<file path="config.mk">
export PLATFORM = sky130hd
export DESIGN_NAME = utf16_to_utf8_transcoder_unit
export DESIGN_NICKNAME = d
export VERILOG_FILES = /design/src/u16u8_pkg.sv /design/src/utf16_to_utf8_transcoder_unit.sv /design/src/u16u8_front.sv /design/src/u16u8_fifo.sv /design/src/u16u8_back.sv
export SDC_FILE = /design/constraint.sdc
export NUM_CORES = 1
export LEC_CHECK = 0
export BUFFER_PORTS_ARGS = -buffer_cell sky130_fd_sc_hd__buf_4
export CAP_MARGIN = 15
export CORE_ASPECT_RATIO = 1.5
export CORE_MARGIN = 2
export CORE_UTILIZATION = 37
export CTS_CLUSTER_DIAMETER = 150
export DETAILED_ROUTE_END_ITERATION = 16
export HOLD_SLACK_MARGIN = 0.03
export PLACE_DENSITY = 0.53
export SLEW_MARGIN = 20
export SYNTH_ARGS = -nofsm -noshare
export SYNTH_HDL_FRONTEND = slang
export SYNTH_HIERARCHICAL = 1
export SYNTH_SLANG_ARGS = --single-unit
export TNS_END_PERCENT = 5
</file>
<file path="constraint.sdc">
create_clock -name clock -period 12.35 [get_ports clock]
set_input_delay 1.235 -clock clock [delete_from_list [all_inputs] [get_ports clock]]
set_output_delay 1.235 -clock clock [all_outputs]
set_load 0.03 [all_outputs]
</file>
<file path="src/u16u8_pkg.sv">
// Shared types and constants for the UTF-16 to UTF-8 transcoder.
package u16u8_pkg;

   localparam int BYTE_W    = 8;
   localparam int CAP_W     = 8;
   localparam int UNIT_W    = 16;
   localparam int CSR_IDX_W = 1;
   localparam int JOB_DEPTH = 4;
   localparam int JOB_PTR_W = $clog2(JOB_DEPTH);
   localparam int JOB_CNT_W = $clog2(JOB_DEPTH + 1);

   // configuration register indexes
   localparam logic [CSR_IDX_W-1:0] CSR_LOW_FIRST     = 1'd0;
   localparam logic [CSR_IDX_W-1:0] CSR_DEST_CAPACITY = 1'd1;

   localparam logic [CAP_W-1:0] CAP_RESET = 8'd96;

   localparam logic [UNIT_W-1:0] SURR_LO   = 16'hD800;
   localparam logic [UNIT_W-1:0] SURR_HI   = 16'hDFFF;
   localparam logic [UNIT_W-1:0] ONE_MAX   = 16'h007F;
   localparam logic [UNIT_W-1:0] TWO_MAX   = 16'h07FF;
   localparam logic [BYTE_W-1:0] LEAD2     = 8'hC0;
   localparam logic [BYTE_W-1:0] LEAD3     = 8'hE0;
   localparam logic [BYTE_W-1:0] CONT      = 8'h80;
   localparam logic [BYTE_W-1:0] CONT_MASK = 8'h3F;
   localparam logic [BYTE_W-1:0] SUBST     = 8'h3F;

   // one converted code unit, waiting to be sent: up to three bytes and an
   // optional terminator after them
   typedef struct packed {
      logic [2:0][BYTE_W-1:0] bytes;
      logic [1:0]             n_bytes;
      logic                   term;
   } job_type;

endpackage

</file>
<file path="src/utf16_to_utf8_transcoder_unit.sv">
// Top level of the UTF-16 to UTF-8 transcoder.
//
//  channel  dir  handshake            payload
//  req_     in   req_tvalid/tready    tdata = data_byte, tlast = last_byte
//  rsp_     out  rsp_tvalid/tready    tdata = out_byte,  tlast = end_of_string
//  csr_     in   csr_valid/ready      csr_index 0 = low_first, 1 = dest_capacity
//
// An input item is taken every cycle while the job queue has room; a code
// unit finished on an item queues 0 to 3 bytes plus an optional terminator.
// The back end sends one result per cycle from its output register while
// rsp_tready is high. Reset is synchronous; csr_ready is always high.
// Output stalls fill the 4-entry job queue before req_tready drops.
module utf16_to_utf8_transcoder_unit (
   input  logic                            clock,
   input  logic                            reset,
   input  logic                            req_tvalid,
   output logic                            req_tready,
   input  logic [7:0]                      req_tdata,   // [7:0] data_byte
   input  logic                            req_tlast,
   output logic                            rsp_tvalid,
   input  logic                            rsp_tready,
   output logic [7:0]                      rsp_tdata,   // [7:0] out_byte
   output logic                            rsp_tlast,
   input  logic                            csr_valid,
   output logic                            csr_ready,
   input  logic [u16u8_pkg::CSR_IDX_W-1:0] csr_index,
   input  logic [u16u8_pkg::CAP_W-1:0]     csr_data
);
   import u16u8_pkg::*;

   logic    job_push, job_full, job_pop, job_empty;
   job_type push_job, head_job;

   assign csr_ready = 1'b1;

   u16u8_front u_front (
      .clock     (clock),
      .reset     (reset),
      .in_valid  (req_tvalid),
      .in_ready  (req_tready),
      .in_byte   (req_tdata),
      .in_last   (req_tlast),
      .csr_valid (csr_valid),
      .csr_index (csr_index),
      .csr_data  (csr_data),
      .job_full  (job_full),
      .job_push  (job_push),
      .job       (push_job)
   );

   u16u8_fifo u_fifo (
      .clock    (clock),
      .reset    (reset),
      .push     (job_push),
      .push_job (push_job),
      .full     (job_full),
      .pop      (job_pop),
      .empty    (job_empty),
      .head_job (head_job)
   );

   u16u8_back u_back (
      .clock     (clock),
      .reset     (reset),
      .job_empty (job_empty),
      .head_job  (head_job),
      .job_pop   (job_pop),
      .out_valid (rsp_tvalid),
      .out_ready (rsp_tready),
      .out_byte  (rsp_tdata),
      .out_last  (rsp_tlast)
   );

endmodule

</file>
<file path="src/u16u8_front.sv">
// Front end: pairs bytes into code units, checks capacity, builds output jobs.
module u16u8_front (
   input  logic                            clock,
   input  logic                            reset,
   input  logic                            in_valid,
   output logic                            in_ready,
   input  logic [u16u8_pkg::BYTE_W-1:0]    in_byte,
   input  logic                            in_last,
   input  logic                            csr_valid,
   input  logic [u16u8_pkg::CSR_IDX_W-1:0] csr_index,
   input  logic [u16u8_pkg::CAP_W-1:0]     csr_data,
   input  logic                            job_full,
   output logic                            job_push,
   output u16u8_pkg::job_type              job
);
   import u16u8_pkg::*;

   logic                low_first_ff;
   logic [CAP_W-1:0]    capacity_ff;
   logic [BYTE_W-1:0]   held_ff, held_in;
   logic                have_first_ff, have_first_in;
   logic                stopped_ff, stopped_in;
   logic [CAP_W-1:0]    count_ff, count_in;

   logic                accept;
   logic [UNIT_W-1:0]   unit;
   logic [UNIT_W-1:0]   cp;
   logic [1:0]          size;
   logic [CAP_W:0]      next_pos;
   logic                fits;
   job_type             job_c;

   assign in_ready = !job_full;
   assign accept   = in_valid && in_ready;

   assign unit = low_first_ff ? {in_byte, held_ff} : {held_ff, in_byte};
   assign cp   = (unit >= SURR_LO && unit <= SURR_HI) ? UNIT_W'(SUBST) : unit;

   always_comb begin
      if (cp <= ONE_MAX) begin
         size = 2'd1;
      end else if (cp <= TWO_MAX) begin
         size = 2'd2;
      end else begin
         size = 2'd3;
      end
   end

   assign next_pos = {1'b0, count_ff} + (CAP_W+1)'(size);
   // the character and the terminator after it must both fit
   assign fits     = (capacity_ff != '0) && (next_pos < {1'b0, capacity_ff});

   always_comb begin
      held_in       = held_ff;
      have_first_in = have_first_ff;
      stopped_in    = stopped_ff;
      count_in      = count_ff;
      job_c         = '0;
      if (!have_first_ff) begin
         held_in       = in_byte;
         have_first_in = 1'b1;
      end else begin
         have_first_in = 1'b0;
         if (!stopped_ff) begin
            if (unit == '0) begin
               stopped_in = 1'b1;
            end else if (fits) begin
               count_in      = next_pos[CAP_W-1:0];
               job_c.n_bytes = size;
               unique case (size)
                  2'd1: job_c.bytes[0] = cp[BYTE_W-1:0];
                  2'd2: begin
                     job_c.bytes[0] = LEAD2 | BYTE_W'(cp[10:6]);
                     job_c.bytes[1] = CONT | (cp[BYTE_W-1:0] & CONT_MASK);
                  end
                  default: begin
                     job_c.bytes[0] = LEAD3 | BYTE_W'(cp[15:12]);
                     job_c.bytes[1] = CONT | (cp[13:6] & CONT_MASK);
                     job_c.bytes[2] = CONT | (cp[BYTE_W-1:0] & CONT_MASK);
                  end
               endcase
            end
         end
      end
      if (in_last) begin
         job_c.term    = (capacity_ff != '0);
         held_in       = '0;
         have_first_in = 1'b0;
         stopped_in    = 1'b0;
         count_in      = '0;
      end
   end

   assign job      = job_c;
   assign job_push = accept && (job_c.n_bytes != 2'd0 || job_c.term);

   always_ff @(posedge clock) begin
      if (reset) begin
         low_first_ff  <= 1'b0;
         capacity_ff   <= CAP_RESET;
         held_ff       <= '0;
         have_first_ff <= 1'b0;
         stopped_ff    <= 1'b0;
         count_ff      <= '0;
      end else begin
         if (csr_valid) begin
            if (csr_index == CSR_LOW_FIRST) begin
               low_first_ff <= csr_data[0];
            end
            if (csr_index == CSR_DEST_CAPACITY) begin
               capacity_ff <= csr_data;
            end
         end
         if (accept) begin
            held_ff       <= held_in;
            have_first_ff <= have_first_in;
            stopped_ff    <= stopped_in;
            count_ff      <= count_in;
         end
      end
   end

endmodule

</file>
<file path="src/u16u8_fifo.sv">
// Short job queue between front end and back end.
module u16u8_fifo (
   input  logic               clock,
   input  logic               reset,
   input  logic               push,
   input  u16u8_pkg::job_type push_job,
   output logic               full,
   input  logic               pop,
   output logic               empty,
   output u16u8_pkg::job_type head_job
);
   import u16u8_pkg::*;

   job_type                 entry_ff [JOB_DEPTH];
   logic [JOB_PTR_W-1:0]    wr_ptr_ff, rd_ptr_ff;
   logic [JOB_CNT_W-1:0]    fill_ff, fill_in;
   logic                    do_push, do_pop;

   assign full     = (fill_ff == JOB_CNT_W'(JOB_DEPTH));
   assign empty    = (fill_ff == '0);
   assign do_push  = push && !full;
   assign do_pop   = pop && !empty;
   assign head_job = entry_ff[rd_ptr_ff];

   always_comb begin
      fill_in = fill_ff;
      if (do_push && !do_pop) begin
         fill_in = fill_ff + 1'b1;
      end else if (do_pop && !do_push) begin
         fill_in = fill_ff - 1'b1;
      end
   end

   always_ff @(posedge clock) begin
      if (reset) begin
         wr_ptr_ff <= '0;
         rd_ptr_ff <= '0;
         fill_ff   <= '0;
      end else begin
         fill_ff <= fill_in;
         if (do_push) begin
            wr_ptr_ff <= wr_ptr_ff + 1'b1;
         end
         if (do_pop) begin
            rd_ptr_ff <= rd_ptr_ff + 1'b1;
         end
      end
   end

   always_ff @(posedge clock) begin
      if (do_push) begin
         entry_ff[wr_ptr_ff] <= push_job;
      end
   end

endmodule

</file>
<file path="src/u16u8_back.sv">
// Back end: sends each job's bytes and terminator one per cycle through an output register while out_ready is high.
module u16u8_back (
   input  logic                         clock,
   input  logic                         reset,
   input  logic                         job_empty,
   input  u16u8_pkg::job_type           head_job,
   output logic                         job_pop,
   output logic                         out_valid,
   input  logic                         out_ready,
   output logic [u16u8_pkg::BYTE_W-1:0] out_byte,
   output logic                         out_last
);
   import u16u8_pkg::*;

   job_type             job_ff;
   logic                busy_ff, busy_in;
   logic [1:0]          idx_ff, idx_in;
   logic                valid_ff, valid_in;
   logic [BYTE_W-1:0]   byte_ff, byte_in;
   logic                last_ff, last_in;

   logic                slot_free;
   logic                emit;
   logic                job_done;
   logic [1:0]          final_idx;

   assign slot_free = !valid_ff || out_ready;
   assign emit      = busy_ff && slot_free;
   // index of the job's last result: bytes, then the terminator if any
   assign final_idx = job_ff.term ? job_ff.n_bytes : job_ff.n_bytes - 2'd1;
   assign job_done  = emit && (idx_ff == final_idx);
   assign job_pop   = !job_empty && (!busy_ff || job_done);

   always_comb begin
      busy_in  = busy_ff;
      idx_in   = idx_ff;
      valid_in = valid_ff && !out_ready;
      byte_in  = byte_ff;
      last_in  = last_ff;
      if (emit) begin
         valid_in = 1'b1;
         idx_in   = idx_ff + 2'd1;
         if (idx_ff < job_ff.n_bytes) begin
            byte_in = job_ff.bytes[idx_ff];
            last_in = 1'b0;
         end else begin
            byte_in = '0;
            last_in = 1'b1;
         end
         if (job_done) begin
            busy_in = 1'b0;
         end
      end
      if (job_pop) begin
         busy_in = 1'b1;
         idx_in  = '0;
      end
   end

   always_ff @(posedge clock) begin
      if (reset) begin
         busy_ff  <= 1'b0;
         idx_ff   <= '0;
         valid_ff <= 1'b0;
      end else begin
         busy_ff  <= busy_in;
         idx_ff   <= idx_in;
         valid_ff <= valid_in;
      end
   end

   always_ff @(posedge clock) begin
      byte_ff <= byte_in;
      last_ff <= last_in;
      if (job_pop) begin
         job_ff <= head_job;
      end
   end

   assign out_valid = valid_ff;
   assign out_byte  = byte_ff;
   assign out_last  = last_ff;

endmodule

</file>
==> out/results.txt, run 1 <==
Highest Clock Rate - 148 MHz
Layout cells sized above 1 - 20.2%
Met1 Use GR - 16.8%
Ys Warns - 6
Crit path max fanout - 9
Fin crit share - 54.8%
DRT Pass-1 Iters - 4
DRC errors left - 0
Prevailing post-synth register cell - edfxtp_1
GPL Wtd Cong - 0.807
Slew HR - 38.4%
Unique masters post-synth - 69
Vert. Die Dim - 187 µm
Worst setup slack after layout - 5.58 ns
Die area - 0.0237 mm²
Final Hold Fails - 0
Unrepaired setup endpoints after global routing - false
IO buf count - 33
Largest net degree at the start of global routing - 46
Flops & latches, synth - 184
Mapped Area - 0.00829 mm²
Post-CTS setup buffer count - 0
CP endpoint kind - flip-flop
Met2 Usage GRT - 26.1%
Antenna violations before repair - 0
Total detailed-routing wirelength - 16500 µm
Final Slew Violations - 0
Worst Setup Start Kind - input pin
First-pass GRT wire length - 26900 µm
Vias - 4930
Final setup fails - 0
Post-cts sizing count - 0
DR iter-0 viols - 286
# H-tree levels - 4
Slew of the pin with the lowest slew margin - 0.921 ns
CTS Buffer Depth - 2
Routing usage on met3 - 3.26%
Ports - 35
N_diodes - 0
Fill count - 2014
Number of enable-type register cells in the synthesized netlist - 144
GRT Util Overall - 14.5%
CTS Buf Count - 17
Routed len/inst - 18.1 µm
Number of global-route vias before repair - 5072
Max Cap Viol - 0
Asr flop ratio synth - 0%
Largest stage delay, worst path - 0.53 ns
Synthesized instance count - 592
Power per cell area - 185 mW/mm²
Die W - 126 µm
Clock sink total - 184
Fin util - 41.8%
Mean Syn Cell Area - 14.0 µm²
Share of Yosys cell area claimed by the top area cell type - 52.1%
Post-detail-place hpwl - 11300 µm
Nets - 662
CP Data Arrival Time - 7.12 ns
Pleak - 3.13 nW
Clk_skew - 0.00897 ns
Final ANT Viol Nets - 0
Min Tclk post-route - 6.77 ns
Worst Path Required - 12.70 ns
CORE AREA - 0.0222 mm²
CTS Root Cell - clkbuf_16
Pre-CTS WS - 5.21 ns
Synth top area cells - edfxtp_1 52%, dfxtp_1 9.7%, mux4_2 7.3%
Total grt overflow - 0
Sequential area share after synthesis - 61.8%
Worst-path clk slew - 0.07 ns
Drt via density - 5.42
Hold crit path type - flip-flop to flip-flop
Busiest layer in global routing - met2
Num rows - 67
Crit-path slowest cell - nor3_2
Initial Utilization - 37.3%
CTS tree - done
Crit-path cells - buf_4 > nor3_1 > a32oi_1 > nor3_2 > nor2_1 > fa_1 > and3_1 > nand3_1 > xnor2_1 > ha_1 > and3_1 > o21ai_0 > o2111ai_1 > nor3_2 > o21a_1 > inv_1 > nor2_2 > ha_1 > inv_1 > fa_1 > xor2_1 > or3_1 > a21oi_1
Critical setup path kind - input pin to flip-flop
Final setup TNS - 0 ns
Skew-Pair Late Insertion Delay - 0.42 ns
Peak supply drop - 0.0773 mV
Status - finished, final reports clean
Layout area overhead - 12.1%
Hold buffers post-CTS - 0
Area leader, netlist - edfxtp_1
## cells in the mapped netlist, drive strengths merged, types with 2 or more instances
master   instances
edfxtp         144
nor2            58
dfxtp           40
nand2           30
a21oi           27
mux4            27
inv             25
buf             20
ha              15
mux2i           15
mux2            12
nor3            12
clkbuf          10
a22oi            9
nand3            9
o21ai            9
nor4             8
a32oi            7
nor2b            7
o211ai           7
o31ai            7
xor2             7
a211oi           6
nand2b           6
nor3b            6
and2             5
and3             5
nand4            5
xnor2            5
a2111oi          4
a31oi            4
nor4b            4
or3              4
a21o             3
a221oi           3
o311ai           3
a21boi           2
a311o            2
a311oi           2
conb             2
fa               2
nand4b           2
o2111a           2
o21a             2
## flip-flops by register name, indices dropped and copies added, names as in the netlist, 2 cells and up, named ones only
register             cells
u_fifo/entry_ff        108
u_back/job_ff           27
u_back/out_byte          8
u_front/capacity_ff      8
u_front/count_ff         8
u_front/held_ff          8
u_fifo/fill_ff           3
u_back/idx_ff            2
u_fifo/rd_ptr_ff         2
u_fifo/wr_ptr_ff         2
## worst paths after layout
kind                     startpoint                      to  slack (ns)  cells after the start
max                    req_tdata[0]       u_fifo/fill_ff[2]        5.58                     23
min          u_front/capacity_ff[3]  u_front/capacity_ff[3]        0.47                      2
max reg2reg    u_front/low_first_ff       u_fifo/fill_ff[2]        5.97                     23
min reg2reg  u_front/capacity_ff[3]  u_front/capacity_ff[3]        0.47                      2
## layout make-up
class | count | area [µm²] | area share, %
Inverter | 25 | 93.8 | 1.01
Clock buffer | 19 | 433 | 4.66
Clock inverter | 12 | 105 | 1.13
Multi-Input combinational cell | 354 | 2890 | 31.1
Timing Repair Buffer | 40 | 300 | 3.23
Sequential cell | 184 | 5130 | 55.2
Tap cell | 276 | 345 | 3.72
## critical path, delay by kind of cell
kind	cells	cell delay, ns
fa+ha+maj	4	1.41
xor+xnor	2	0.35
compound gates	5	1.23
buf+inv	3	0.24
simple gates	9	2.67
## metrics by stage
stage	hold slack (ns)	instance area [µm²]	instances	power, W
after detailed placement	0.469	8750	879	0.00124
after floorplan	0.444	8300	593	0.00113
after global routing	0.498	9300	910	0.00181
after global placement	0.465	8750	879	0.00123
final	0.474	9300	910	0.00172
after CTS	0.479	9290	910	0.00175
## logic make-up (layout without fill, tap and decap cells)
logic type | after synthesis | in the layout | synth area share, %
other | 2 | 3 | 0.0906
and+or+nand+nor | 163 | 163 | 10.4
buffers and inverters | 55 | 96 | 3.49
adders and majority gates | 17 | 17 | 2.75
AOI/OAI and AO/OA | 105 | 105 | 9.46
muxes | 54 | 54 | 10.8
DFF | 184 | 184 | 61.8
xor gates and xnor gates | 12 | 12 | 1.27
## power breakdown
| group | internal [W] | switching (W) | leakage, nW |
|---|---|---|---|
| Clock | 0.000276 | 0.000224 | 0.253 |
| Sequential | 0.000803 | 0.0000558 | 1.67 |
| Combinational | 0.000143 | 0.000222 | 1.20 |
## metal layers
| metal | share of wire (%) | wire [µm] |
|---|---|---|
| met1 | 41 | 6730 |
| met2 | 54 | 8890 |
| met3 | 3.8 | 632 |
| met4 | 1.3 | 211 |
| met5 | 0 | 0 |
## placed cells by master, fill, tap and decap left out, types with 5 or more instances in the layout
| master | instances |
|---|---|
| a211oi_1 | 5 |
| nor2b_1 | 7 |
| nor2_1 | 57 |
| ha_1 | 15 |
| nand4_1 | 5 |
| a21oi_1 | 27 |
| mux2_2 | 12 |
| a32oi_1 | 7 |
| nor4_1 | 5 |
| nand2b_1 | 6 |
| edfxtp_1 | 144 |
| dfxtp_1 | 39 |
| xnor2_1 | 5 |
| o31ai_1 | 6 |
| and2_1 | 5 |
| nor3_1 | 9 |
| nand2_1 | 30 |
| mux2i_1 | 15 |
| inv_1 | 25 |
| and3_1 | 5 |
| nand3_1 | 8 |
| mux4_2 | 27 |
| o21ai_0 | 7 |
| a22oi_1 | 8 |
| clkbuf_16 | 17 |
| xor2_1 | 7 |
| o211ai_2 | 5 |
| buf_4 | 40 |
| nor3b_1 | 5 |
Power figures use the tool's default switching activity.
==> run 2: changes to the inputs <==
- ABC_AREA: unset -> 1
- clock period: 12.35 -> 6.5 ns (I/O delays scaled with it)
==> out/results.txt, run 2 <==
Status - finished, final reports clean
Highest Clock Rate - 176 MHz
Worst Path Required - 6.81 ns (-5.89 ns)
CP endpoint kind - flip-flop
Skew-Pair Late Insertion Delay - 0.43 ns (about the same)
Mapped Area - 0.00835 mm² (+0.63%)
Post-route cell area - 0.00933 mm² (+0.39%)
Largest stage delay, worst path - 0.79 ns (+0.26 ns)
Final ANT Viol Nets - 0 (unchanged)
Mean Syn Cell Area - 10.2 µm² (-27%)
Clk_skew - 0.0141 ns (+0.00513 ns)
Worst Setup Start Kind - flip-flop
CTS Buffer Depth - 2 (unchanged)
Worst-path clk slew - 0.07 ns (about the same)
Total grt overflow - 0 (unchanged)
Fin util - 42.0% (+0.16 points)
Share of Yosys cell area claimed by the top area cell type - 51.8% (-0.33 points)
Min Tclk post-route - 5.68 ns
Final Slew Violations - 0 (unchanged)
Number of enable-type register cells in the synthesized netlist - 144 (unchanged)
Slew HR - 48.7% (+10 points)
Most numerous cell in the Yosys netlist - edfxtp_1
Clock sink total - 184 (unchanged)
Fin crit share - 87.4%
DRT Pass-1 Iters - 4 (unchanged)
CTS Root Cell - clkbuf_16
Die area - 0.0238 mm² (+0.62%)
Hold depth - 3 (+1)
Max reg flops - 108 (unchanged)
Synthesized instance count - 815 (+38%)
N_diodes - 0 (unchanged)
Die W - 127 µm (+0.30%)
Routing usage on met3 - 2.77% (-0.49 points)
Slew of the pin with the lowest slew margin - 0.769 ns (-0.152 ns)
Worst Reg-to-Reg Cells - 35 (+52%)
CP Data Arrival Time - 6.00 ns (-1.12 ns)
First-pass GRT wire length - 28600 µm (+6.6%)
Largest net degree at the start of global routing - 56 (+22%)
Peak supply drop - 0.159 mV (+110%)
Prevailing post-synth register cell - edfxtp_1
CTS Buf Count - 17 (unchanged)
Sequential area share after synthesis - 61.4% (-0.39 points)
Post-cts sizing count - 0 (unchanged)
Post-detail-place hpwl - 11900 µm (+5.2%)
GRT Util Overall - 15.5% (+1.1 points)
Unique masters post-synth - 46 (-33%)
Top post-synthesis cells by count - 144 x edfxtp_1, 134 x nor2_1, 124 x nand2_1
Layout area overhead - 11.8%
Critical setup path kind - flip-flop to flip-flop
Flops & latches, synth - 184 (unchanged)
Most frequent cells in the layout - 144 x edfxtp_1, 130 x nor2_1, 124 x nand2_1
Final setup TNS - 0 ns (unchanged)
Routed len/inst - 15.6 µm (-14%)
Area leader, netlist - edfxtp_1
Hold crit path type - input pin to flip-flop
DR iter-0 viols - 273 (-4.5%)
Total detailed-routing wirelength - 17600 µm (+6.7%)
CTS tree - done
Antenna violations before repair - 0 (unchanged)
Hold slack - 0.441 ns (-0.0330 ns)
# H-tree levels - 4 (unchanged)
Final Hold Fails - 0 (unchanged)
Crit-path slowest cell - dfxtp_1
Ys Warns - 6 (unchanged)
Unrepaired setup endpoints after global routing - false
Register with the most flip-flops - u_fifo/entry_ff
Vert. Die Dim - 188 µm (+0.31%)
Final setup fails - 0 (unchanged)
Nets - 881 (+33%)
Worst setup slack after layout - 0.819 ns (-4.76 ns)
Layout cells sized above 1 - 13.6% (-6.5 points)
DRC errors left - 0 (unchanged)
Initial Utilization - 37.6% (+0.24 points)
Hold buffers post-CTS - 0 (unchanged)
Drt via density - 4.84 (-11%)
Ports - 35 (unchanged)
Max Cap Viol - 0 (unchanged)
CORE AREA - 0.0222 mm² (unchanged)
Reg-to-reg slack, setup - 0.82 ns (-5.15 ns)
Pleak - 3.59 nW (+15%)
Asr flop ratio synth - 0% (unchanged)
Pre-CTS WS - 0.826 ns (-4.39 ns)
GPL Wtd Cong - 0.869 (+7.7%)
Number of global-route vias before repair - 5373 (+5.9%)
Met1 Use GR - 17.8% (+0.98 points)
Synth top area cells - edfxtp_1 52%, dfxtp_1 9.6%, nor2_1 6.0%
Num rows - 67 (unchanged)
Post-CTS setup buffer count - 0 (unchanged)
Most common cell after layout, fill and taps aside - edfxtp_1
IO buf count - 33 (unchanged)
Most Frequent Cell on Critical Path - nand2_1
Busiest layer in global routing - met2
Met2 Usage GRT - 28.3% (+2.2 points)
Largest registers - u_fifo/entry_ff x108, u_back/job_ff x27
Vias - 5446 (+10%)
Crit path max fanout - 22 (+13)
Power per cell area - 405 mW/mm² (+120%)
Dpl cell area - 0.00873 mm² (-0.20%)
## run 2: layout make-up
class / count / area [µm²]
well taps: 276 / 345
clock inverters: 11 / 175
clock buffers: 17 / 425
multi-input cells: 517 / 2640
repair buffers: 40 / 300
fillers: 2107 / 12900
inverters: 81 / 324
flip-flops and latches: 184 / 5130
## run 2: cell families after synthesis
logic type      count (synthesis)  synth area share (%)
compound gates                164                  10.9
xor+xnor                        5                 0.525
fa+ha+maj                      17                  2.73
buf+inv                       115                  7.18
flops                         184                  61.4
other cells                     2                0.0900
simple gates                  328                  17.1
## run 2: power by group
part	internal, W	switching, W
Clock	0.000638	0.000422
Combinational	0.000323	0.000732
Sequential	0.00158	0.0000915
Total	0.00254	0.00124
## run 2: final timing paths
kind,startpoint,endpoint
hold / removal,csr_data[5],u_front/capacity_ff[5]
hold reg to reg,u_back/busy_ff,u_back/out_valid
setup / recovery,u_front/low_first_ff,u_fifo/fill_ff[2]
setup reg to reg,u_front/low_first_ff,u_fifo/fill_ff[2]
## run 2: metrics by stage
step / cells / total power (W)
final: 1126 / 0.00378
after global routing: 1126 / 0.00403
after CTS: 1126 / 0.00384
after detailed placement: 1098 / 0.00277
after global placement: 1098 / 0.00277
after floorplan: 816 / 0.00250
## run 2: metal layers
| metal | vias up | wire (µm) | share of wire, % |
|---|---|---|---|
| li1 | 2811 | - | - |
| met3 | 23 | 383 | 2.2 |
| met1 | 2540 | 7300 | 42 |
| met4 | 0 | 390 | 2.2 |
| met5 | - | 0 | 0 |
| met2 | 72 | 9490 | 54 |
## run 2: worst max-delay path: cells and delay by family, from the launching register on
kind	cells	cell delay (ns)
buffers and inverters	7	0.87
DFF	1	0.79
AOI/OAI and AO/OA	1	0.05
and+or+nand+nor	23	2.83
adders and majority gates	4	0.99
==> run 3: changes to the inputs <==
- PLACE_DENSITY: 0.53 -> unset
==> out/results.txt, run 3 (synthesized netlist as in run 2, its figures left out) <==
Highest Clock Rate - 177 MHz (+0.38%)
Min Tclk post-route - 5.66 ns (-0.0218 ns)
CTS Buf Count - 17 (unchanged)
Pre-CTS WS - 0.823 ns (-0.00268 ns)
GPL Wtd Cong - 0.903 (+4.0%)
Hold Startpoint - csr_data[5]
Reg2reg start - u_front/low_first_ff
Crit path max fanout - 22 (unchanged)
Max Cap Viol - 0 (unchanged)
IO buf count - 33 (unchanged)
Final Slew Violations - 0 (unchanged)
Worst Reg-to-Reg Cells - 35 (unchanged)
Hold crit path type - input pin to flip-flop
Final ANT Viol Nets - 0 (unchanged)
Layout area overhead - 11.1%
Hold Path Sink - u_front/capacity_ff[5]
Clock sink total - 184 (unchanged)
Hold buffers post-CTS - 0 (unchanged)
Skew-Pair Late Insertion Delay - 0.43 ns (about the same)
CTS tree - done
Crit-path slowest cell - dfxtp_1
# H-tree levels - 4 (unchanged)
Total grt overflow - 0 (unchanged)
Unrepaired setup endpoints after global routing - false
Routed len/inst - 15.0 µm (-4.0%)
N_diodes - 0 (unchanged)
Most common cell after layout, fill and taps aside - edfxtp_1
Hold slack - 0.435 ns (-0.00609 ns)
Die area - 0.0238 mm² (unchanged)
First-pass GRT wire length - 27400 µm (-4.2%)
CTS Buffer Depth - 2 (unchanged)
CORE AREA - 0.0222 mm² (unchanged)
DRC errors left - 0 (unchanged)
Worst Setup Start Kind - flip-flop
Largest registers - u_fifo/entry_ff x108, u_back/job_ff x27
Worst setup slack after layout - 0.841 ns (+0.0218 ns)
Largest net degree at the start of global routing - 56 (unchanged)
Initial Utilization - 37.6% (unchanged)
Worst Path Required - 6.82 ns (about the same)
Drt via density - 4.96 (+2.5%)
Worst-path clk slew - 0.07 ns (about the same)
Ports - 35 (unchanged)
Slew of the pin with the lowest slew margin - 1.06 ns (+0.295 ns)
Layout cells sized above 1 - 13.7% (+0.085 points)
Status - finished, final reports clean
Critical setup path kind - flip-flop to flip-flop
Clk_skew - 0.0103 ns (-0.00379 ns)
Power per cell area - 395 mW/mm² (-2.5%)
CP top delay family - simple AND/OR/NAND/NOR gates
Num rows - 67 (unchanged)
Reg2reg end - u_fifo/fill_ff[2]
Vias - 5590 (+2.6%)
Largest stage delay, worst path - 0.79 ns (about the same)
CP endpoint kind - flip-flop
Post-cts sizing count - 0 (unchanged)
Fin crit share - 87.1% (-0.34 points)
DR iter-0 viols - 264 (-3.3%)
CTS Root Cell - clkbuf_16
Most frequent cells in the layout - 144 x edfxtp_1, 130 x nor2_1, 124 x nand2_1
Total detailed-routing wirelength - 16900 µm (-3.9%)
DRT Pass-1 Iters - 4 (unchanged)
Max reg flops - 108 (unchanged)
Final setup TNS - 0 ns (unchanged)
CP Data Arrival Time - 5.98 ns (-0.02 ns)
GRT Util Overall - 14.7% (-0.84 points)
Reg-to-reg slack, setup - 0.84 ns (+0.02 ns)
Antenna violations before repair - 0 (unchanged)
Nets - 880 (-0.11%)
Number of global-route vias before repair - 5523 (+2.8%)
Final setup fails - 0 (unchanged)
Die W - 127 µm (unchanged)
Hold depth - 3 (unchanged)
Post-CTS setup buffer count - 0 (unchanged)
Register with the most flip-flops - u_fifo/entry_ff
Pleak - 3.55 nW (-1.0%)
Final Hold Fails - 0 (unchanged)
Most Frequent Cell on Critical Path - nand2_1
Post-detail-place hpwl - 11500 µm (-2.9%)
Vert. Die Dim - 188 µm (unchanged)
Slew HR - 29.1% (-20 points)
Buf/Inv on CP - 7 (unchanged)
Peak supply drop - 0.175 mV (+10%)
## run 3: area by class of cell
class                           count  area [µm²]
Fill cell                        2117       12900
Sequential cell                   184        5130
Tap cell                          276         345
Multi-Input combinational cell    517        2640
Clock buffer                       17         425
Clock inverter                     14         125
Inverter                           81         324
Timing Repair Buffer               39         293
## run 3: report_power, final
part	leakage [nW]	internal [W]	switching (W)
Sequential	1.67	0.00158	0.000142
Combinational	1.62	0.000321	0.000668
Clock	0.257	0.000526	0.000433
Total	3.55	0.00242	0.00124
## run 3: worst max-delay path by stage
stage	startpoint	to	slack [ns]	cells past startpoint
finish	u_front/low_first_ff	u_fifo/fill_ff[2]	0.84	35
floorplan	req_tdata[3]	u_fifo/entry_ff[0][0]	1.08	30
CTS	u_front/low_first_ff	u_fifo/fill_ff[2]	0.81	35
global route	u_front/low_first_ff	u_fifo/fill_ff[2]	0.19	35
global placement	u_front/low_first_ff	u_fifo/fill_ff[2]	1.03	38
detailed placement	u_front/low_first_ff	u_fifo/fill_ff[2]	0.82	35
## run 3: worst min-delay path, cell delays in order
cell and delay [ns]:
buf_4 0.07, nand2_1 0.04, o211ai_1 0.06
## run 3: per-layer routing
layer  vias to the layer above  GRT usage, %  share of wire, %
met3                        38          3.14               3.3
met1                      2628          17.0                42
met5                         -             0                 0
li1                       2820             -                 -
met2                       104          26.2                52
met4                         0          6.00               2.9
## run 3: stage by stage
step | area [µm²] | utilization, % | total power [W] | instances
after floorplan | 8350 | - | 0.00250 | 816
after global placement | 8720 | 39.3 | 0.00273 | 1097
after detailed placement | 8720 | 39.3 | 0.00275 | 1097
after CTS | 9270 | 41.7 | 0.00371 | 1128
after global routing | 9270 | 41.7 | 0.00390 | 1128
final | 9270 | 41.7 | 0.00367 | 1128
